File: src/hw/rtl/stx_etx_frame_receiver_defines.svh
// Assertion macros shared by the frame receiver RTL.
// Included by the modules that carry concurrent checks; no other dependencies.
`ifndef STX_ETX_FRAME_RECEIVER_DEFINES_SVH
`define STX_ETX_FRAME_RECEIVER_DEFINES_SVH

// Consequent must hold in the same cycle as the antecedent.
`define STXR_ASSERT_SAME(label, clk, rst, ante, cons) \
   label: assert property (@(posedge clk) disable iff (rst) (ante) |-> (cons)) \
      else $error("stxr: same-cycle check failed");

// Consequent must hold in the cycle after the antecedent.
`define STXR_ASSERT_NEXT(label, clk, rst, ante, cons) \
   label: assert property (@(posedge clk) disable iff (rst) (ante) |=> (cons)) \
      else $error("stxr: next-cycle check failed");

`endif

File: src/hw/rtl/stxr_pkg.sv
// Types and constants of the STX/ETX frame receiver.
// No dependencies; used by the channel interfaces and every RTL module.
package stxr_pkg;

   localparam int BYTE_W    = 8;
   localparam int STATUS_W  = 3;
   localparam int LEN_OUT_W = 6;
   localparam int POS_OUT_W = 6;
   localparam int CSR_IDX_W = 1;

   localparam logic [BYTE_W-1:0] START_MARK   = 8'h02;
   localparam logic [BYTE_W-1:0] END_MARK     = 8'h03;
   localparam logic [BYTE_W-1:0] ACK_CODE_RST = 8'h06;
   localparam logic [BYTE_W-1:0] FWD_ADDR_RST = 8'h0F;

   typedef enum logic [CSR_IDX_W-1:0] {
      CSR_ACK_CODE = 1'b0,
      CSR_FWD_ADDR = 1'b1
   } csr_idx_type;

   typedef enum logic [STATUS_W-1:0] {
      ST_OK       = 3'd0,
      ST_BAD_END  = 3'd1,
      ST_TOO_LONG = 3'd2,
      ST_BAD_XOR  = 3'd3,
      ST_OVERFLOW = 3'd4
   } status_type;

   // Payload store write from the parser
   typedef struct packed {
      logic              en;
      logic [BYTE_W-1:0] addr;
      logic [BYTE_W-1:0] data;
   } wr_type;

   // Frame verdict handed from the parser to the report generator
   typedef struct packed {
      logic              vld;
      status_type        status;
      logic [BYTE_W-1:0] sender;
      logic [BYTE_W-1:0] destination;
      logic [BYTE_W-1:0] node_type;
      logic [BYTE_W-1:0] len;
      logic              ack;
      logic              fwd;
   } evt_type;

   typedef struct packed {
      logic [STATUS_W-1:0]  status;
      logic [BYTE_W-1:0]    sender;
      logic [BYTE_W-1:0]    destination;
      logic [BYTE_W-1:0]    node_type;
      logic [LEN_OUT_W-1:0] payload_length;
      logic [BYTE_W-1:0]    payload_byte;
      logic [POS_OUT_W-1:0] byte_position;
      logic                 has_data;
      logic                 ack_requested;
      logic                 forward_requested;
      logic                 last;
   } res_type;

endpackage

File: src/hw/rtl/stxr_channels.sv
// Valid/ready channel interfaces of the frame receiver: byte requests in, reports out.
// Depends on stxr_pkg.
interface stxr_req_if;
   import stxr_pkg::*;
   logic              valid;
   logic              ready;
   logic [BYTE_W-1:0] rx_byte;
   modport source (output valid, output rx_byte, input ready);
   modport sink   (input valid, input rx_byte, output ready);
endinterface

interface stxr_rsp_if;
   import stxr_pkg::*;
   logic                 valid;
   logic                 ready;
   logic [STATUS_W-1:0]  status;
   logic [BYTE_W-1:0]    sender;
   logic [BYTE_W-1:0]    destination;
   logic [BYTE_W-1:0]    node_type;
   logic [LEN_OUT_W-1:0] payload_length;
   logic [BYTE_W-1:0]    payload_byte;
   logic [POS_OUT_W-1:0] byte_position;
   logic                 has_data;
   logic                 ack_requested;
   logic                 forward_requested;
   logic                 last;
   modport source (
      output valid, output status, output sender, output destination, output node_type,
      output payload_length, output payload_byte, output byte_position, output has_data,
      output ack_requested, output forward_requested, output last, input ready
   );
   modport sink (
      input valid, input status, input sender, input destination, input node_type,
      input payload_length, input payload_byte, input byte_position, input has_data,
      input ack_requested, input forward_requested, input last, output ready
   );
endinterface

File: src/hw/rtl/stx_etx_frame_receiver.sv
// Top level of the STX/ETX frame receiver: CSRs, byte parser and report generator.
// Depends on stxr_pkg, stxr_channels, stxr_frame_parser and stxr_report_gen.
//
//   Port     Dir  Handshake      Carries
//   req_if   in   valid/ready    rx_byte, one bus byte per request
//   rsp_if   out  valid/ready    one report item (status, header, payload byte, flags)
//   csr_*    in   csr_we         ack_code (index 0), forward_address (index 1)
//
// One request per cycle unless stalled. A valid frame with N payload bytes yields N items
// (one if N is 0), one per cycle from the sequencer unless stalled, and requests are held
// after its end byte while the store is read out.
// Synchronous active-high reset clears control state; no clearing pass is needed.
// Back-pressure on rsp_if stalls the output register, the read stage, then req_if.
module stx_etx_frame_receiver #(
   parameter int BUFFER_BYTES = 40,
   parameter int MAX_PAYLOAD  = 34
) (
   input  logic                             clock,
   input  logic                             reset,
   stxr_req_if.sink                         req_if,
   stxr_rsp_if.source                       rsp_if,
   input  logic                             csr_we,
   input  logic [stxr_pkg::CSR_IDX_W-1:0]   csr_index,
   input  logic [stxr_pkg::BYTE_W-1:0]      csr_wdata
);
   import stxr_pkg::*;

   logic [BYTE_W-1:0] ack_code_ff, ack_code_in;
   logic [BYTE_W-1:0] fwd_addr_ff, fwd_addr_in;

   evt_type evt;
   wr_type  wr;
   logic    evt_ready;
   res_type res;

   always_comb begin
      ack_code_in = ack_code_ff;
      fwd_addr_in = fwd_addr_ff;
      if (csr_we) begin
         unique case (csr_idx_type'(csr_index))
            CSR_ACK_CODE: ack_code_in = csr_wdata;
            CSR_FWD_ADDR: fwd_addr_in = csr_wdata;
            default:      ack_code_in = ack_code_ff;
         endcase
      end
   end

   always_ff @(posedge clock) begin
      if (reset) begin
         ack_code_ff <= ACK_CODE_RST;
         fwd_addr_ff <= FWD_ADDR_RST;
      end else begin
         ack_code_ff <= ack_code_in;
         fwd_addr_ff <= fwd_addr_in;
      end
   end

   stxr_frame_parser #(
      .BUFFER_BYTES (BUFFER_BYTES),
      .MAX_PAYLOAD  (MAX_PAYLOAD)
   ) u_parser (
      .clock           (clock),
      .reset           (reset),
      .req_valid       (req_if.valid),
      .req_ready       (req_if.ready),
      .req_rx_byte     (req_if.rx_byte),
      .ack_code        (ack_code_ff),
      .forward_address (fwd_addr_ff),
      .evt_ready       (evt_ready),
      .evt             (evt),
      .wr              (wr)
   );

   stxr_report_gen #(
      .MAX_PAYLOAD (MAX_PAYLOAD)
   ) u_report (
      .clock     (clock),
      .reset     (reset),
      .evt       (evt),
      .evt_ready (evt_ready),
      .wr        (wr),
      .rsp_ready (rsp_if.ready),
      .rsp_valid (rsp_if.valid),
      .res       (res)
   );

   assign rsp_if.status            = res.status;
   assign rsp_if.sender            = res.sender;
   assign rsp_if.destination       = res.destination;
   assign rsp_if.node_type         = res.node_type;
   assign rsp_if.payload_length    = res.payload_length;
   assign rsp_if.payload_byte      = res.payload_byte;
   assign rsp_if.byte_position     = res.byte_position;
   assign rsp_if.has_data          = res.has_data;
   assign rsp_if.ack_requested     = res.ack_requested;
   assign rsp_if.forward_requested = res.forward_requested;
   assign rsp_if.last              = res.last;

endmodule

File: src/hw/rtl/stxr_frame_parser.sv
// Byte parser: input register, frame position, header capture, XOR and verdict.
// Depends on stxr_pkg; feeds stxr_report_gen.
module stxr_frame_parser #(
   parameter int BUFFER_BYTES = 40,
   parameter int MAX_PAYLOAD  = 34
) (
   input  logic                          clock,
   input  logic                          reset,
   input  logic                          req_valid,
   output logic                          req_ready,
   input  logic [stxr_pkg::BYTE_W-1:0]   req_rx_byte,
   input  logic [stxr_pkg::BYTE_W-1:0]   ack_code,
   input  logic [stxr_pkg::BYTE_W-1:0]   forward_address,
   input  logic                          evt_ready,
   output stxr_pkg::evt_type             evt,
   output stxr_pkg::wr_type              wr
);
   import stxr_pkg::*;

   localparam int CNT_W = $clog2(BUFFER_BYTES);
   localparam int CMP_W = ((CNT_W > BYTE_W) ? CNT_W : BYTE_W) + 1;
   localparam logic [CMP_W-1:0] OVF_COUNT   = CMP_W'(BUFFER_BYTES - 1);
   localparam logic [CMP_W-1:0] MAX_LEN     = CMP_W'(MAX_PAYLOAD);
   localparam logic [CMP_W-1:0] TRAILER     = CMP_W'(6);
   localparam logic [CNT_W-1:0] POS_SENDER  = CNT_W'(1);
   localparam logic [CNT_W-1:0] POS_DEST    = CNT_W'(2);
   localparam logic [CNT_W-1:0] POS_NTYPE   = CNT_W'(3);
   localparam logic [CNT_W-1:0] POS_LEN     = CNT_W'(4);
   localparam logic [CNT_W-1:0] POS_PAYLOAD = CNT_W'(5);

   logic              byte_vld_ff, byte_vld_in;
   logic [BYTE_W-1:0] byte_ff, byte_in;
   logic              in_frame_ff, in_frame_in;
   logic [CNT_W-1:0]  count_ff, count_in;
   logic [BYTE_W-1:0] sender_ff, sender_in;
   logic [BYTE_W-1:0] dest_ff, dest_in;
   logic [BYTE_W-1:0] ntype_ff, ntype_in;
   logic [BYTE_W-1:0] len_ff, len_in;
   logic [BYTE_W-1:0] xor_ff, xor_in;
   logic [BYTE_W-1:0] first_ff, first_in;

   logic             go;
   logic [CMP_W-1:0] count_next;
   logic [CMP_W-1:0] pay_off;

   assign go        = byte_vld_ff && evt_ready;
   assign req_ready = !byte_vld_ff || go;

   always_comb begin
      byte_vld_in = byte_vld_ff;
      byte_in     = byte_ff;
      if (req_ready) begin
         byte_vld_in = req_valid;
         byte_in     = req_rx_byte;
      end
   end

   assign count_next = CMP_W'(count_ff) + CMP_W'(1);
   assign pay_off    = CMP_W'(count_ff) - CMP_W'(POS_PAYLOAD);

   always_comb begin
      in_frame_in = in_frame_ff;
      count_in    = count_ff;
      sender_in   = sender_ff;
      dest_in     = dest_ff;
      ntype_in    = ntype_ff;
      len_in      = len_ff;
      xor_in      = xor_ff;
      first_in    = first_ff;

      evt.vld         = 1'b0;
      evt.status      = ST_OK;
      evt.sender      = sender_ff;
      evt.destination = dest_ff;
      evt.node_type   = ntype_ff;
      evt.len         = len_ff;
      evt.ack         = (len_ff != '0) && (first_ff == ack_code);
      evt.fwd         = (dest_ff == forward_address);

      wr.en   = 1'b0;
      wr.addr = BYTE_W'(pay_off);
      wr.data = byte_ff;

      if (go) begin
         priority if (byte_ff == START_MARK) begin
            // a start byte always opens a fresh frame
            in_frame_in = 1'b1;
            count_in    = POS_SENDER;
            sender_in   = '0;
            dest_in     = '0;
            ntype_in    = '0;
            len_in      = '0;
            xor_in      = '0;
         end else if (in_frame_ff && byte_ff == END_MARK) begin
            in_frame_in = 1'b0;
            count_in    = '0;
            evt.vld     = 1'b1;
            priority if (CMP_W'(count_ff) != CMP_W'(len_ff) + TRAILER) begin
               evt.status = ST_BAD_END;
            end else if (CMP_W'(len_ff) > MAX_LEN) begin
               evt.status = ST_TOO_LONG;
            end else if (xor_ff != '0) begin
               evt.status = ST_BAD_XOR;
            end else begin
               evt.status = ST_OK;
            end
         end else if (in_frame_ff) begin
            priority if (count_ff == POS_SENDER) begin
               sender_in = byte_ff;
            end else if (count_ff == POS_DEST) begin
               dest_in = byte_ff;
            end else if (count_ff == POS_NTYPE) begin
               ntype_in = byte_ff;
            end else if (count_ff == POS_LEN) begin
               len_in = byte_ff;
            end else begin
               // payload and checksum both go into the running XOR
               xor_in = xor_ff ^ byte_ff;
               wr.en  = (pay_off < MAX_LEN);
               if (count_ff == POS_PAYLOAD) begin
                  first_in = byte_ff;
               end
            end
            count_in = CNT_W'(count_next);
            if (count_next >= OVF_COUNT) begin
               in_frame_in = 1'b0;
               count_in    = '0;
               evt.vld     = 1'b1;
               evt.status  = ST_OVERFLOW;
            end
         end else begin
            // drop bytes outside a frame
         end
      end
   end

   always_ff @(posedge clock) begin
      if (reset) begin
         byte_vld_ff <= 1'b0;
         in_frame_ff <= 1'b0;
         count_ff    <= '0;
      end else begin
         byte_vld_ff <= byte_vld_in;
         in_frame_ff <= in_frame_in;
         count_ff    <= count_in;
      end
   end

   always_ff @(posedge clock) begin
      byte_ff   <= byte_in;
      sender_ff <= sender_in;
      dest_ff   <= dest_in;
      ntype_ff  <= ntype_in;
      len_ff    <= len_in;
      xor_ff    <= xor_in;
      first_ff  <= first_in;
   end

endmodule

File: src/hw/rtl/stxr_report_gen.sv
// Report generator: payload store, per-byte sequencer, read stage and output register.
// Depends on stxr_pkg and stx_etx_frame_receiver_defines.svh; fed by stxr_frame_parser.
module stxr_report_gen #(
   parameter int MAX_PAYLOAD = 34
) (
   input  logic              clock,
   input  logic              reset,
   input  stxr_pkg::evt_type evt,
   output logic              evt_ready,
   input  stxr_pkg::wr_type  wr,
   input  logic              rsp_ready,
   output logic              rsp_valid,
   output stxr_pkg::res_type res
);
   import stxr_pkg::*;
   `include "stx_etx_frame_receiver_defines.svh"

   localparam int ADDR_W = (MAX_PAYLOAD > 1) ? $clog2(MAX_PAYLOAD) : 1;

   logic [BYTE_W-1:0] mem [MAX_PAYLOAD];
   logic [BYTE_W-1:0] rd_data_ff;
   logic [ADDR_W-1:0] rd_addr;
   logic              issue;

   logic              busy_ff, busy_in;
   logic [ADDR_W-1:0] k_ff, k_in;
   evt_type           cmd_ff, cmd_in;

   logic              a_vld_ff, a_vld_in;
   res_type           a_ff, a_in;
   logic              b_vld_ff, b_vld_in;
   res_type           b_ff, b_in;

   logic    a_can, b_can;
   res_type beat;
   logic    seq_last;

   assign b_can     = !b_vld_ff || rsp_ready;
   assign a_can     = !a_vld_ff || b_can;
   assign evt_ready = !busy_ff && a_can;
   assign seq_last  = (BYTE_W'(k_ff) == cmd_ff.len - BYTE_W'(1));

   always_comb begin
      issue   = 1'b0;
      rd_addr = '0;
      beat    = '0;
      busy_in = busy_ff;
      k_in    = k_ff;
      cmd_in  = cmd_ff;
      if (busy_ff) begin
         issue                  = a_can;
         rd_addr                = k_ff;
         beat.status            = ST_OK;
         beat.sender            = cmd_ff.sender;
         beat.destination       = cmd_ff.destination;
         beat.node_type         = cmd_ff.node_type;
         beat.payload_length    = LEN_OUT_W'(cmd_ff.len);
         beat.byte_position     = POS_OUT_W'(k_ff);
         beat.has_data          = 1'b1;
         beat.ack_requested     = cmd_ff.ack;
         beat.forward_requested = cmd_ff.fwd;
         beat.last              = seq_last;
         if (a_can) begin
            // advance to the next payload byte or drop out after the last
            if (seq_last) begin
               busy_in = 1'b0;
            end else begin
               k_in = k_ff + ADDR_W'(1);
            end
         end
      end else if (evt.vld) begin
         issue = 1'b1;
         if (evt.status != ST_OK) begin
            beat.status = evt.status;
            beat.last   = 1'b1;
         end else begin
            beat.status            = ST_OK;
            beat.sender            = evt.sender;
            beat.destination       = evt.destination;
            beat.node_type         = evt.node_type;
            beat.payload_length    = LEN_OUT_W'(evt.len);
            beat.has_data          = (evt.len != '0);
            beat.ack_requested     = evt.ack;
            beat.forward_requested = evt.fwd;
            beat.last              = (evt.len <= BYTE_W'(1));
            if (evt.len > BYTE_W'(1)) begin
               busy_in = 1'b1;
               k_in    = ADDR_W'(1);
               cmd_in  = evt;
            end
         end
      end
   end

   always_comb begin
      a_vld_in = a_vld_ff;
      a_in     = a_ff;
      if (a_can) begin
         a_vld_in = issue;
         a_in     = beat;
      end
      b_vld_in = b_vld_ff;
      b_in     = b_ff;
      if (b_can) begin
         b_vld_in          = a_vld_ff;
         b_in              = a_ff;
         b_in.payload_byte = a_ff.has_data ? rd_data_ff : '0;
      end
   end

   always_ff @(posedge clock) begin
      if (wr.en) begin
         mem[wr.addr[ADDR_W-1:0]] <= wr.data;
      end
      // read data holds with stage A while the output stalls
      if (issue) begin
         rd_data_ff <= mem[rd_addr];
      end
   end

   always_ff @(posedge clock) begin
      if (reset) begin
         busy_ff  <= 1'b0;
         a_vld_ff <= 1'b0;
         b_vld_ff <= 1'b0;
      end else begin
         busy_ff  <= busy_in;
         a_vld_ff <= a_vld_in;
         b_vld_ff <= b_vld_in;
      end
   end

   always_ff @(posedge clock) begin
      k_ff   <= k_in;
      cmd_ff <= cmd_in;
      a_ff   <= a_in;
      b_ff   <= b_in;
   end

   assign rsp_valid = b_vld_ff;
   assign res       = b_ff;

   `STXR_ASSERT_SAME(a_no_write_in_report, clock, reset, wr.en, !busy_ff)
   `STXR_ASSERT_SAME(a_error_single, clock, reset, rsp_valid && res.status != ST_OK, res.last && !res.has_data)
   `STXR_ASSERT_SAME(a_report_start, clock, reset, $rose(busy_ff), a_vld_ff && !a_ff.last)

endmodule

File: src/flat_wrapper.sv
// flat-port wrapper written by rule: the top's interface ports become plain ports
module stx_etx_frame_receiver_flat import stxr_pkg::*;
#(
   parameter int BUFFER_BYTES = 40,
   parameter int MAX_PAYLOAD  = 34
)
  (clock, reset, csr_we, csr_index, csr_wdata, req_if_valid, req_if_rx_byte, req_if_ready, rsp_if_valid, rsp_if_status, rsp_if_sender, rsp_if_destination, rsp_if_node_type, rsp_if_payload_length, rsp_if_payload_byte, rsp_if_byte_position, rsp_if_has_data, rsp_if_ack_requested, rsp_if_forward_requested, rsp_if_last, rsp_if_ready);
  stxr_req_if req_if_i ();
  stxr_rsp_if rsp_if_i ();
  input  logic clock;
  input  logic reset;
  input  logic csr_we;
  input  logic [stxr_pkg::CSR_IDX_W-1:0] csr_index;
  input  logic [stxr_pkg::BYTE_W-1:0] csr_wdata;
  input wire logic [$bits(req_if_i.valid)-1:0] req_if_valid;
  input wire logic [$bits(req_if_i.rx_byte)-1:0] req_if_rx_byte;
  output wire logic [$bits(req_if_i.ready)-1:0] req_if_ready;
  output wire logic [$bits(rsp_if_i.valid)-1:0] rsp_if_valid;
  output wire logic [$bits(rsp_if_i.status)-1:0] rsp_if_status;
  output wire logic [$bits(rsp_if_i.sender)-1:0] rsp_if_sender;
  output wire logic [$bits(rsp_if_i.destination)-1:0] rsp_if_destination;
  output wire logic [$bits(rsp_if_i.node_type)-1:0] rsp_if_node_type;
  output wire logic [$bits(rsp_if_i.payload_length)-1:0] rsp_if_payload_length;
  output wire logic [$bits(rsp_if_i.payload_byte)-1:0] rsp_if_payload_byte;
  output wire logic [$bits(rsp_if_i.byte_position)-1:0] rsp_if_byte_position;
  output wire logic [$bits(rsp_if_i.has_data)-1:0] rsp_if_has_data;
  output wire logic [$bits(rsp_if_i.ack_requested)-1:0] rsp_if_ack_requested;
  output wire logic [$bits(rsp_if_i.forward_requested)-1:0] rsp_if_forward_requested;
  output wire logic [$bits(rsp_if_i.last)-1:0] rsp_if_last;
  input wire logic [$bits(rsp_if_i.ready)-1:0] rsp_if_ready;
  assign req_if_i.valid = req_if_valid;
  assign req_if_i.rx_byte = req_if_rx_byte;
  assign req_if_ready = req_if_i.ready;
  assign rsp_if_valid = rsp_if_i.valid;
  assign rsp_if_status = rsp_if_i.status;
  assign rsp_if_sender = rsp_if_i.sender;
  assign rsp_if_destination = rsp_if_i.destination;
  assign rsp_if_node_type = rsp_if_i.node_type;
  assign rsp_if_payload_length = rsp_if_i.payload_length;
  assign rsp_if_payload_byte = rsp_if_i.payload_byte;
  assign rsp_if_byte_position = rsp_if_i.byte_position;
  assign rsp_if_has_data = rsp_if_i.has_data;
  assign rsp_if_ack_requested = rsp_if_i.ack_requested;
  assign rsp_if_forward_requested = rsp_if_i.forward_requested;
  assign rsp_if_last = rsp_if_i.last;
  assign rsp_if_i.ready = rsp_if_ready;
  stx_etx_frame_receiver #(.BUFFER_BYTES(BUFFER_BYTES), .MAX_PAYLOAD(MAX_PAYLOAD)) u_core (.clock(clock), .reset(reset), .req_if(req_if_i), .rsp_if(rsp_if_i), .csr_we(csr_we), .csr_index(csr_index), .csr_wdata(csr_wdata));
endmodule
File: config.mk
export PLATFORM = sky130hd
export DESIGN_NAME = stx_etx_frame_receiver_flat
export DESIGN_NICKNAME = d
export VERILOG_FILES = /design/src/hw/rtl/stxr_pkg.sv /design/src/hw/rtl/stxr_channels.sv /design/src/hw/rtl/stx_etx_frame_receiver.sv /design/src/hw/rtl/stxr_frame_parser.sv /design/src/hw/rtl/stxr_report_gen.sv /design/src/flat_wrapper.sv
export VERILOG_INCLUDE_DIRS = /design/src /design/src/hw/rtl
export SDC_FILE = /design/constraint.sdc
export NUM_CORES = 1
export LEC_CHECK = 0
export ABC_AREA = 1
export BUFFER_PORTS_ARGS = -buffer_cell sky130_fd_sc_hd__buf_2
export CORE_MARGIN = 2
export CORE_UTILIZATION = 60
export DETAILED_ROUTE_END_ITERATION = 10
export PLACE_DENSITY_LB_ADDON = 0.25
export REMOVE_ABC_BUFFERS = 1
export SYNTH_ARGS = -nofsm -noshare
export SYNTH_HDL_FRONTEND = slang
export SYNTH_SLANG_ARGS = --single-unit
File: constraint.sdc
create_clock -name clock -period 4.6 [get_ports clock]
set_input_delay 0.23 -clock clock [delete_from_list [all_inputs] [get_ports clock]]
set_output_delay 0.23 -clock clock [all_outputs]
set_load 0.01 [all_outputs]
=== Yosys cells after proc, flatten, opt, wreduce, memory -nomap -nowiden ===
Memories as Yosys holds them, arrays and structs flattened. A register that Yosys moved wholly into a read port is not among the register bits.
Index checks and enable logic that the tools add are counted.

* Bits of input ports: 22
* Bits in writable memories: 272
* Word-level logic and storage cells: 190
* Flip-flop bits (word level): 217
* Memories kept: 1
* Output and inout port bits: 53

* Eq/ne operators: 19
* Bitwise logic cells: 11
* Reductions and logical operators: 34
* Magnitude comparators: 5
* Mux-type cells: 72
* Add/sub/neg operators: 5

{| class="wikitable"
|+ Memory list
! name !! depth !! bits a word !! rd ports !! clocked after Yosys merged registers in !! wr ports !! RTL line !! text
|-
| u_core.u_report.mem || 34 || 8 || 1 || 1 || 1 || stxr_report_gen.sv:20 || <nowiki>logic [BYTE_W-1:0] mem [MAX_PAYLOAD];</nowiki>
|}

{| class="wikitable"
|+ Operators by type and width
! kind !! number
|-
| 2-to-1 mux 8 bit || 24
|-
| 2-to-1 mux 30 bit || 3
|-
| 2-to-1 mux 6 bit || 11
|-
| 2-to-1 mux 4 bit || 6
|-
| 2-to-1 mux 1 bit || 23
|-
| equality test 8 x 2 -> 1 bit (second input constant) || 2
|-
| equality test 8 bit || 2
|-
| nonzero test 8 bit || 2
|-
| inequality test 2 bit (second input constant) || 7
|-
| AND reduction 7 bit || 2
|-
| nonzero test 2 bit || 7
|-
| equality test 6 x 2 -> 1 bit (second input constant) || 2
|-
| equality test 6 x 3 -> 1 bit (second input constant) || 2
|-
| inverter 1 bit || 10
|-
| AND reduction 5 bit || 2
|-
| adder 8 x 3 -> 9 bit (second input constant) || 1
|-
| < comparator 9 x 6 -> 1 bit (second input constant) || 1
|-
| inequality test 6 x 9 -> 1 bit || 1
|-
| AND reduction 9 bit || 1
|-
| equality test 6 x 8 -> 1 bit || 1
|-
| > comparator 8 x 1 -> 1 bit (second input constant) || 1
|-
| > comparator 8 x 6 -> 1 bit (second input constant) || 1
|-
| <= comparator 8 x 1 -> 1 bit (second input constant) || 1
|-
| AND reduction 4 bit || 2
|-
| 17 further kinds || 31
|}

=== Logic depth before layout (Yosys ltp) ===
Gate-level depths: netlist (run 1).

* Depth in word-level cells: 12
* Mapped depth: 15
* Depth with buffers taken out: 14

=== Hierarchy ===
A second synthesis (run 1) with hierarchy kept.

* Cell total of the unflattened synthesis: 1,733
* Area total of the unflattened synthesis: 20,413.3 um^2

{| class="wikitable"
|+ By module, submodules not included
! module !! instances !! cells each !! seq. area each (um^2) !! area an instance (um^2)
|-
| stxr_report_gen || 1 || 1,316 || 12,492.0 || 16,552.1
|-
| stxr_frame_parser || 1 || 332 || 1,841.8 || 3,243.1
|-
| stx_etx_frame_receiver || 1 || 85 || 320.3 || 618.1
|}

=== Least setup slack after synthesis (run 1) ===
OpenSTA, ideal clock, no wires.

* Kind: reg-to-reg
* Start point: register u_core.u_report.b_vld_ff (netlist: u_core.u_report.rsp_valid)
* End point: register u_core.u_report.cmd_ff[0] (netlist bit) (enable)
* Stages on the path, launching flop included: 13
* Path slack: 0.659 ns
* Data required time: 4.175 ns
* Setup time: 0.425 ns
* Period minus slack after synthesis: 3.941 ns
* Buffers on the path: 0
* Arrival time: 3.515 ns
* Cell sequence: dfxtp_1 nand3_2 nand2_2 inv_2 nand2_2 inv_1 nand2_1 nor2_1 nand3_1 nand2_1 nor2_2 nand2_2 nor2_1

* Word-level cells in the longest chain between the ends: 9

{| class="wikitable"
|+ RTL lines
! what !! RTL line !! text
|-
| start: declaration || stxr_report_gen.sv:31 || <nowiki>logic b_vld_ff, b_vld_in;</nowiki>
|-
| start signal: assignment || stxr_report_gen.sv:129 || <nowiki>b_vld_ff <= b_vld_in;</nowiki>
|-
| zero test 1 bit * || stxr_report_gen.sv:38 || <nowiki>assign b_can = !b_vld_ff || rsp_ready;</nowiki>
|-
| logical OR 1 bit * || stxr_report_gen.sv:38 ||
|-
| logical OR 1 bit * || stxr_report_gen.sv:39 || <nowiki>assign a_can = !a_vld_ff || b_can;</nowiki>
|-
| net u_core.u_report.a_can || stxr_report_gen.sv:34 || <nowiki>logic a_can, b_can;</nowiki>
|-
| logical AND 1 bit * || stxr_report_gen.sv:40 || <nowiki>assign evt_ready = !busy_ff && a_can;</nowiki>
|-
| logical AND 1 bit * || stxr_frame_parser.sv:46 || <nowiki>assign go = byte_vld_ff && evt_ready;</nowiki>
|-
| 2-to-1 mux 4 bit * || stxr_frame_parser.sv:84 || <nowiki>if (go) begin</nowiki>
|-
| nonzero test 3 bit || stxr_report_gen.sv:73 || <nowiki>if (evt.status != ST_OK) begin</nowiki>
|-
| inverter 1 bit (no source line) || - ||
|-
| AND reduction 4 bit (no source line) * || - ||
|-
| end signal: assignment || stxr_report_gen.sv:135 || <nowiki>cmd_ff <= cmd_in;</nowiki>
|-
| end: declaration || stxr_report_gen.sv:27 || <nowiki>evt_type cmd_ff, cmd_in;</nowiki>
|}

The timed path passes the listed nets; every way through them passes the cells marked *.
A chain may end at the register's enable or synchronous reset.

=== Worst setup path in the final report (run 1) ===
* Start point: register u_core.u_parser.count_ff[0]
* End point: memory u_core.u_report.mem[18][7] (enable)

* Word-level cells in the longest chain between the ends: 12
* Elaborated cells between the ends (all ways): 16
* Those cells by class: 1 x add/sub; 1 x order compare; 4 x eq/ne; 10 x mux

{| class="wikitable"
|+ RTL lines
! what !! RTL line !! text
|-
| start: declaration || stxr_frame_parser.sv:34 || <nowiki>logic [CNT_W-1:0] count_ff, count_in;</nowiki>
|-
| start signal: assignment || stxr_frame_parser.sv:145 || <nowiki>count_ff <= count_in;</nowiki>
|-
| subtractor 6 x 3 -> 7 bit || stxr_frame_parser.sv:59 || <nowiki>assign pay_off = CMP_W'(count_ff) - CMP_W'(POS_PAYLOAD);</nowiki>
|-
| < comparator 9 x 6 -> 1 bit || stxr_frame_parser.sv:119 || <nowiki>wr.en = (pay_off < MAX_LEN);</nowiki>
|-
| 2-to-1 mux 1 bit || stxr_frame_parser.sv:114 || <nowiki>end else if (count_ff == POS_LEN) begin</nowiki>
|-
| 2-to-1 mux 1 bit || stxr_frame_parser.sv:112 || <nowiki>end else if (count_ff == POS_NTYPE) begin</nowiki>
|-
| 2-to-1 mux 1 bit || stxr_frame_parser.sv:110 || <nowiki>end else if (count_ff == POS_DEST) begin</nowiki>
|-
| 2-to-1 mux 1 bit || stxr_frame_parser.sv:108 || <nowiki>priority if (count_ff == POS_SENDER) begin</nowiki>
|-
| 2-to-1 mux 1 bit || stxr_frame_parser.sv:107 || <nowiki>end else if (in_frame_ff) begin</nowiki>
|-
| 2-to-1 mux 1 bit || stxr_frame_parser.sv:94 || <nowiki>end else if (in_frame_ff && byte_ff == END_MARK) begin</nowiki>
|-
| 2-to-1 mux 1 bit || stxr_frame_parser.sv:85 || <nowiki>priority if (byte_ff == START_MARK) begin</nowiki>
|-
| 2-to-1 mux 1 bit || stxr_frame_parser.sv:84 ||
|-
| 2-to-1 mux 1 bit || stxr_report_gen.sv:112 || <nowiki>if (wr.en) begin</nowiki>
|-
| 2-to-1 mux 1 bit (not written as such) || stxr_report_gen.sv:113 || <nowiki>mem[wr.addr[ADDR_W-1:0]] <= wr.data;</nowiki>
|-
| end: declaration || stxr_report_gen.sv:20 ||
|}

Several ways; a longest one is shown, not always the timed one.

==> impl_metrics.env, run 1 <==
export IMPL_seq_area_frac_synth_pct=73.8
export IMPL_pwr_share_clk_pct=43.8
export IMPL_finalWirelength_um=44200
export IMPL_cp_arrival_ps=3790
export IMPL_via_per_inst=5.91
export IMPL_vias=12600
export IMPL_max_slew_margin_pct=21.1
export IMPL_seq_power_share_pct=54.8
export IMPL_tightest_slew_ps=1180
export IMPL_synth_warnings=0
export IMPL_crit_fanout=13
export IMPL_outcome="finished clean"
export IMPL_post_cts_setup_buffers=0
export IMPL_p_sw_uw=1710
export IMPL_cp_buffers_inverters=2
export IMPL_drc=0
export IMPL_async_reset_ff_share_pct=0
export IMPL_h_tree_depth=2
export IMPL_slowest_delay_ps=650
export IMPL_insertion_delay_ps=560
export IMPL_finalHoldViolations=0
export IMPL_power_total_uw=9020
export IMPL_dpl_cell_area_um2=20600
export IMPL_path_clk_slew_ps=70
export IMPL_dp_hpwl_um=26800
export IMPL_cap_violations=0
export IMPL_num_rows=66
export IMPL_io_buffers=74
export IMPL_first_iter_violations=1519
export IMPL_netlist_top_cells_area="edfxtp_1 (71%), nor2_1 (5.2%), o21ai_0 (4.4%), nand2_1 (3.0%), dfxtp_1 (2.7%)"
export IMPL_grt_pass1_vias=12100
export IMPL_grt_use_total_pct=26.1
export IMPL_syn_avg_cell_area_um2=12.7
export IMPL_syn_area_um2=19900
export IMPL_pre_cts_slack_ps=984
export IMPL_drtAntennaViolNets=0
export IMPL_cts_tree="done"
export IMPL_rsz0062_at_grt="no"
export IMPL_swShare_pct=18.9
export IMPL_start_util_pct=61.1
export IMPL_vdd_drop_max_v=0.000334
export IMPL_gr_total_overflow=0
export IMPL_die_y_um=186
export IMPL_crit_chain="inv_1, ha_1, inv_1, nand2_1, nand2_2, xor2_2, nand3_1, a211oi_4, nand2_4, nor2_1"
export IMPL_powerDensity_nw_per_um2=403
export IMPL_die_w_um=186
export IMPL_gp_congestion=0.934
export IMPL_synth_commonest_cells="edfxtp_1 (470), nor2_1 (275), o21ai_0 (176), nand2_1 (160), inv_1 (72)"
export IMPL_pin_count=75
export IMPL_wl_per_cell_um=20.7
export IMPL_yosys_register_bits=497
export IMPL_slowest_stage="a211oi_4"
export IMPL_drv_slew=0
export IMPL_grt_max_degree=133
export IMPL_fin_nets=1682
export IMPL_synth_top_area_cell="edfxtp_1"
export IMPL_grt_antenna_before_repair=0
export IMPL_fin_crit_sh_pct=78.6
export IMPL_path_class="flop to flop"
export IMPL_cp_required_ps=4780
export IMPL_power_frac_comb_pct=1.4
export IMPL_p_int_uw=7310
export IMPL_skew_ps=19.0
export IMPL_startpoint_type="flop"
export IMPL_postLayoutSetupSlackWorst_ps=985
export IMPL_cp_end_kind="flop"
export IMPL_leakage_uw=0.00814
export IMPL_die_area_um2=34600
export IMPL_core_area_um2=32500
export IMPL_first_pass_iters=6
export IMPL_cts_root_buf="clkbuf_16"
export IMPL_synth_most_common_cell="edfxtp_1"
export IMPL_yosysTopAreaCellShare_pct=71.0
export IMPL_cts_sinks=497
export IMPL_grt_pass1_wl_um=68000
export IMPL_synth_edf_count=470
export IMPL_clk_path_buf_depth=3
export IMPL_cts_buffers_inserted=48
export IMPL_fin_area_um2=22400
export IMPL_worstHoldPathType="input pin to flop"
export IMPL_synthFlopType="edfxtp_1"
export IMPL_synthCells=1566
export IMPL_max_freq_ghz=0.277
export IMPL_crit_family="simple AND/OR/NAND/NOR gates"
export IMPL_crit_top_cell="inv_1"
export IMPL_ff2ff_setup_slack_ps=980
export IMPL_layout_min_cycle_time_ps=3620
export IMPL_drive_gt1_share_pct=12.4
export IMPL_diodes=0
export IMPL_syn2layout_area_growth_pct=12.7
export IMPL_setup_viol_count_final=0
export IMPL_ys_types=43
power groups by stage:
| stage | Combinational (uW) | Sequential [uW] | Clock [uW] |
|---|---|---|---|
| after global placement | 111 | 5040 | 0 |
| after detailed placement | 114 | 5040 | 0 |
| after global routing | 136 | 4940 | 4170 |
| final | 125 | 4940 | 3950 |
| after CTS | 125 | 4940 | 3990 |
| after floorplan | 30.9 | 5060 | 0 |
cell families (layout without fill, tap and decap cells):
kind of cell / Yosys count / after routing / synth area share (%)
AO/OA/AOI/OAI: 322 / 322 / 9.44
XOR/XNOR: 32 / 32 / 1.45
adder cells (fa/ha/maj): 7 / 7 / 0.441
buffers and inverters: 161 / 284 / 3.40
flip-flops: 497 / 497 / 73.8
AND/OR/NAND/NOR: 547 / 547 / 11.5
sequential cells by signal, summed over array words and instances (netlist names):
name	cells
u_core.u_parser.dest_ff	8
u_core.u_parser.byte_vld_ff	1
u_core.u_parser.byte_ff	8
u_core.ack_code_ff	8
u_core.u_parser.xor_ff	8
u_core.u_report.busy_ff	1
u_core.u_report.mem	272
u_core.fwd_addr_ff	8
u_core.u_parser.first_ff	8
u_core.u_parser.in_frame_ff	1
u_core.u_report.cmd_ff	34
u_core.u_report.a_ff	43
u_core.u_parser.sender_ff	8
u_core.u_report.rd_data_ff	8
u_core.u_report.res	51
u_core.u_parser.ntype_ff	8
u_core.u_report.rsp_valid	1
u_core.u_parser.count_ff	6
u_core.u_report.a_vld_ff	1
u_core.u_report.k_ff	6
u_core.u_parser.len_ff	8
metal layers:
metal,GRT usage [%],share of wire (%),vias up
li1,-,-,5786
met1,35.1,40,6044
met2,43.3,49,647
met3,3.97,7.7,119
met4,10.6,3.7,0
met5,0,0,-
layout make-up:
cell class | count | area [um2]
Sequential cell | 497 | 14700
Fill cell | 2272 | 10100
Multi-Input combinational cell | 908 | 4550
Clock buffer | 56 | 1250
Timing Repair Buffer | 113 | 731
Tap cell | 442 | 553
Clock inverter | 30 | 330
Inverter | 85 | 322
worst reg2reg max path: cells and delay by family, from the launching register on:
kind	cells	cell delay, ps
simple gates	5	1140
fa+ha+maj	1	300
flops	1	640
compound gates	1	650
xor+xnor	1	180
buf+inv	2	310
what timing repair did:
| item | in CTS | in global routing |
|---|---|---|
| hold buffers | 17 | 0 |
| gates resized for setup | 0 | 0 |
| endpoints found under the hold margin | 24 | 0 |
| endpoints found under the setup margin | 0 | 0 |
placed cells by master (no fill, tap or decap), types with 3 or more instances in the layout:
cell type,Yosys,final
inv_1,72,71
clkbuf_1,51,7
nor2_1,275,274
buf_2,17,74
or2_2,3,3
o211ai_1,57,57
bufinv_16,0,7
clkinv_2,1,7
nand4_1,8,8
edfxtp_1,470,470
o21ai_1,23,23
clkinv_1,4,16
nand2_2,9,11
xnor2_1,20,20
inv_2,8,8
xor2_1,11,11
o221ai_1,8,8
nand2_1,160,157
dfxtp_1,27,27
a22oi_1,4,4
nor4_1,3,3
a21oi_1,15,15
nand2_4,4,5
clkbuf_16,0,49
inv_6,0,3
nor2_2,8,9
nand3_1,67,67
buf_4,1,20
o22ai_1,32,32
dlygate4sd3_1,0,17
ha_1,7,7
nor3_1,4,4
o21ai_0,176,176
path summary, 6_finish.rpt:
path                                                            endpoint  cells past startpoint                                      from
worst min register to register         u_core.u_report.res[43]$_DFFE_PP_                      0        u_core.u_report.a_ff[43]$_DFFE_PN_
worst max-delay path                u_core.u_report.mem[18][7]$_DFFE_PP_                     10  u_core.u_parser.count_ff[0]$_SDFFE_PP0P_
worst max register to register      u_core.u_report.mem[18][7]$_DFFE_PP_                     10  u_core.u_parser.count_ff[0]$_SDFFE_PP0P_
worst min-delay path            u_core.u_parser.count_ff[2]$_SDFFE_PP0P_                      2                                     reset
per-stage QoR:
step	TNS [ps]	hold slack [ps]	instances	util (%)
floorplan	-4380	299	1490	-
global placement	0	401	2028	63.4
detailed placement	0	405	2028	63.4
CTS	0	10.1	2131	68.8
global route	0	33.3	2131	68.8
finish	0	8.87	2131	68.8
Note: power is estimated with default switching activity, not from simulation.
==> inputs of run 2 (changes only) <==
CORE_UTILIZATION = 55   (was 60)
clock period = 3.3 ns   (was 4.6 ns; I/O delays follow)
==> impl_metrics.env, run 2 (synthesis results as in run 1) <==
export IMPL_core_area_um2=35600
export IMPL_cts_buffers_inserted=49
export IMPL_grt_use_met3_pct=4.57
export IMPL_cap_violations=0
export IMPL_syn2layout_area_growth_pct=14.0
export IMPL_r2r_start="u_core.u_parser.count_ff[0]$_SDFFE_PP0P_"
export IMPL_slowest_delay_ps=580
export IMPL_gp_congestion=0.890
export IMPL_cp_end_kind="flop"
export IMPL_cp_arrival_ps=3110
export IMPL_path_depth=11
export IMPL_insertion_delay_ps=560
export IMPL_skew_ps=29.4
export IMPL_path_class="flop to flop"
export IMPL_drc=0
export IMPL_rr_endpoint="u_core.u_report.mem[22][4]$_DFFE_PP_"
export IMPL_final_common_cell="edfxtp_1"
export IMPL_wl_per_cell_um=20.3
export IMPL_hold_path_end="u_core.ack_code_ff[2]$_SDFFE_PP1P_"
export IMPL_grt_use_total_pct=23.5
export IMPL_finalWirelength_um=44200
export IMPL_crit_chain="inv_1, ha_1, nand2_1, inv_2, nor2_4, inv_2, nor2_2, nand3_1, a211oi_4, nand2_4, nor2_1"
export IMPL_fin_crit_sh_pct=88.3
export IMPL_layout_common_cells="edfxtp_1 (470), nor2_1 (274), o21ai_0 (176)"
export IMPL_met1_usage_pct=34.1
export IMPL_drive_gt1_share_pct=13.9
export IMPL_met2_usage_pct=36.6
export IMPL_leakage_uw=0.00831
export IMPL_power_total_uw=12500
export IMPL_pre_cts_slack_ps=357
export IMPL_cts_root_buf="clkbuf_16"
export IMPL_start_util_pct=55.8
export IMPL_vdd_drop_max_v=0.000433
export IMPL_gr_total_overflow=0
export IMPL_path_clk_slew_ps=70
export IMPL_first_pass_iters=6
export IMPL_clk_path_buf_depth=3
export IMPL_hold_path_depth=4
export IMPL_die_area_um2=37700
export IMPL_ff2ff_setup_slack_ps=380
export IMPL_max_slew_margin_pct=43.9
export IMPL_outcome="finished clean"
export IMPL_grt_pass1_wl_um=68300
export IMPL_min_from="csr_index"
export IMPL_io_buffers=74
export IMPL_tightest_slew_ps=841
export IMPL_rsz0062_at_grt="no"
export IMPL_startpoint_type="flop"
export IMPL_dpl_cell_count=2075
export IMPL_grt_busiest_layer="met2"
export IMPL_largest_reg_flops=272
export IMPL_vias=12400
export IMPL_drtAntennaViolNets=0
export IMPL_worstHoldPathType="input pin to flop"
export IMPL_grt_max_degree=88
export IMPL_fin_nets=1714
export IMPL_diodes=0
export IMPL_crit_path_start="u_core.u_parser.count_ff[0]$_SDFFE_PP0P_"
export IMPL_drv_slew=0
export IMPL_multi_input_area_um2=4560
export IMPL_utilization_pct=63.7
export IMPL_postLayoutSetupSlackWorst_ps=385
export IMPL_cp_required_ps=3500
export IMPL_cts_tree="done"
export IMPL_crit_top_cell="inv_2"
export IMPL_grt_pass1_vias=11900
export IMPL_layout_min_cycle_time_ps=2920
export IMPL_num_rows=69
export IMPL_seqCellArea_um2=14700
export IMPL_fin_cells=2181
export IMPL_h_tree_depth=2
export IMPL_max_freq_ghz=0.343
export IMPL_die_w_um=194
export IMPL_grt_antenna_before_repair=3
export IMPL_cp_buffers_inverters=3
export IMPL_fill_cells=2699
export IMPL_first_iter_violations=1321
export IMPL_whs_ps=61.0
export IMPL_finalHoldViolations=0
export IMPL_via_per_inst=5.69
export IMPL_slowest_stage="nor2_1"
export IMPL_die_y_um=194
export IMPL_cts_sinks=497
export IMPL_powerDensity_nw_per_um2=551
export IMPL_crit_family="simple AND/OR/NAND/NOR gates"
export IMPL_crit_fanout=8
export IMPL_r2r_worst_path_cells=11
export IMPL_pin_count=75
export IMPL_setup_viol_count_final=0
export IMPL_dp_hpwl_um=27200
run 2: cell types whose count changed in the layout (fill, tap and decap cells not counted), sizes merged:
cell	change
clkinv	+3
inv	-1
buf	+28
clkinvlp	-1
dlygate4sd3	+3
clkbuf	+1
bufinv	-2
run 2: power breakdown:
part / switching [uW] / total, uW / internal, uW
logic: 125 / 178 / 53.2
registers: 13.8 / 6900 / 6880
clock network: 2230 / 5410 / 3180
total: 2360 / 12500 / 10100
run 2: cell type report:
class | count | share of cell area [%]
sequential | 497 | 64.7
multi-input combinational | 908 | 20.1
clock buffer | 57 | 5.73
timing repair buffer | 144 | 4.29
tap | 461 | 2.55
inverter | 85 | 1.42
clock inverter | 29 | 1.17
run 2: metrics by stage:
| stage | setup TNS, ps | area [um2] |
|---|---|---|
| after global placement | 0 | 20900 |
| after CTS | 0 | 22600 |
| final | 0 | 22600 |
| after detailed placement | 0 | 20900 |
| after global routing | 0 | 22600 |
| after floorplan | -39810 | 19500 |
run 2: how the worst max path moves through the flow:
stage	slack, ps	end
after floorplan	-1840	u_core.u_report.rd_data_ff[4]$_DFFE_PP_
after global placement	480	u_core.u_report.mem[20][2]$_DFFE_PP_
after detailed placement	360	u_core.u_report.mem[14][3]$_DFFE_PP_
after CTS	360	u_core.u_report.mem[14][5]$_DFFE_PP_
after global routing	90	u_core.u_report.mem[14][5]$_DFFE_PP_
final	380	u_core.u_report.mem[22][4]$_DFFE_PP_
run 2: tightest hold or removal path, delay by kind of cell:
kind / cells / cell delay (ps)
buf+inv: 1 / 90
simple gates: 3 / 300
run 2: metal layers:
metal,routed length (um),up-vias
met5,13,-
met4,805,2
met3,3450,60
met2,20600,508
met1,19300,5992
li1,-,5858
run 2: what timing repair did:
item,in CTS,in global routing
endpoints found under the setup margin,0,0
gates resized for setup,0,0
endpoints found under the hold margin,33,0
hold buffers,20,0
setup buffers,0,0
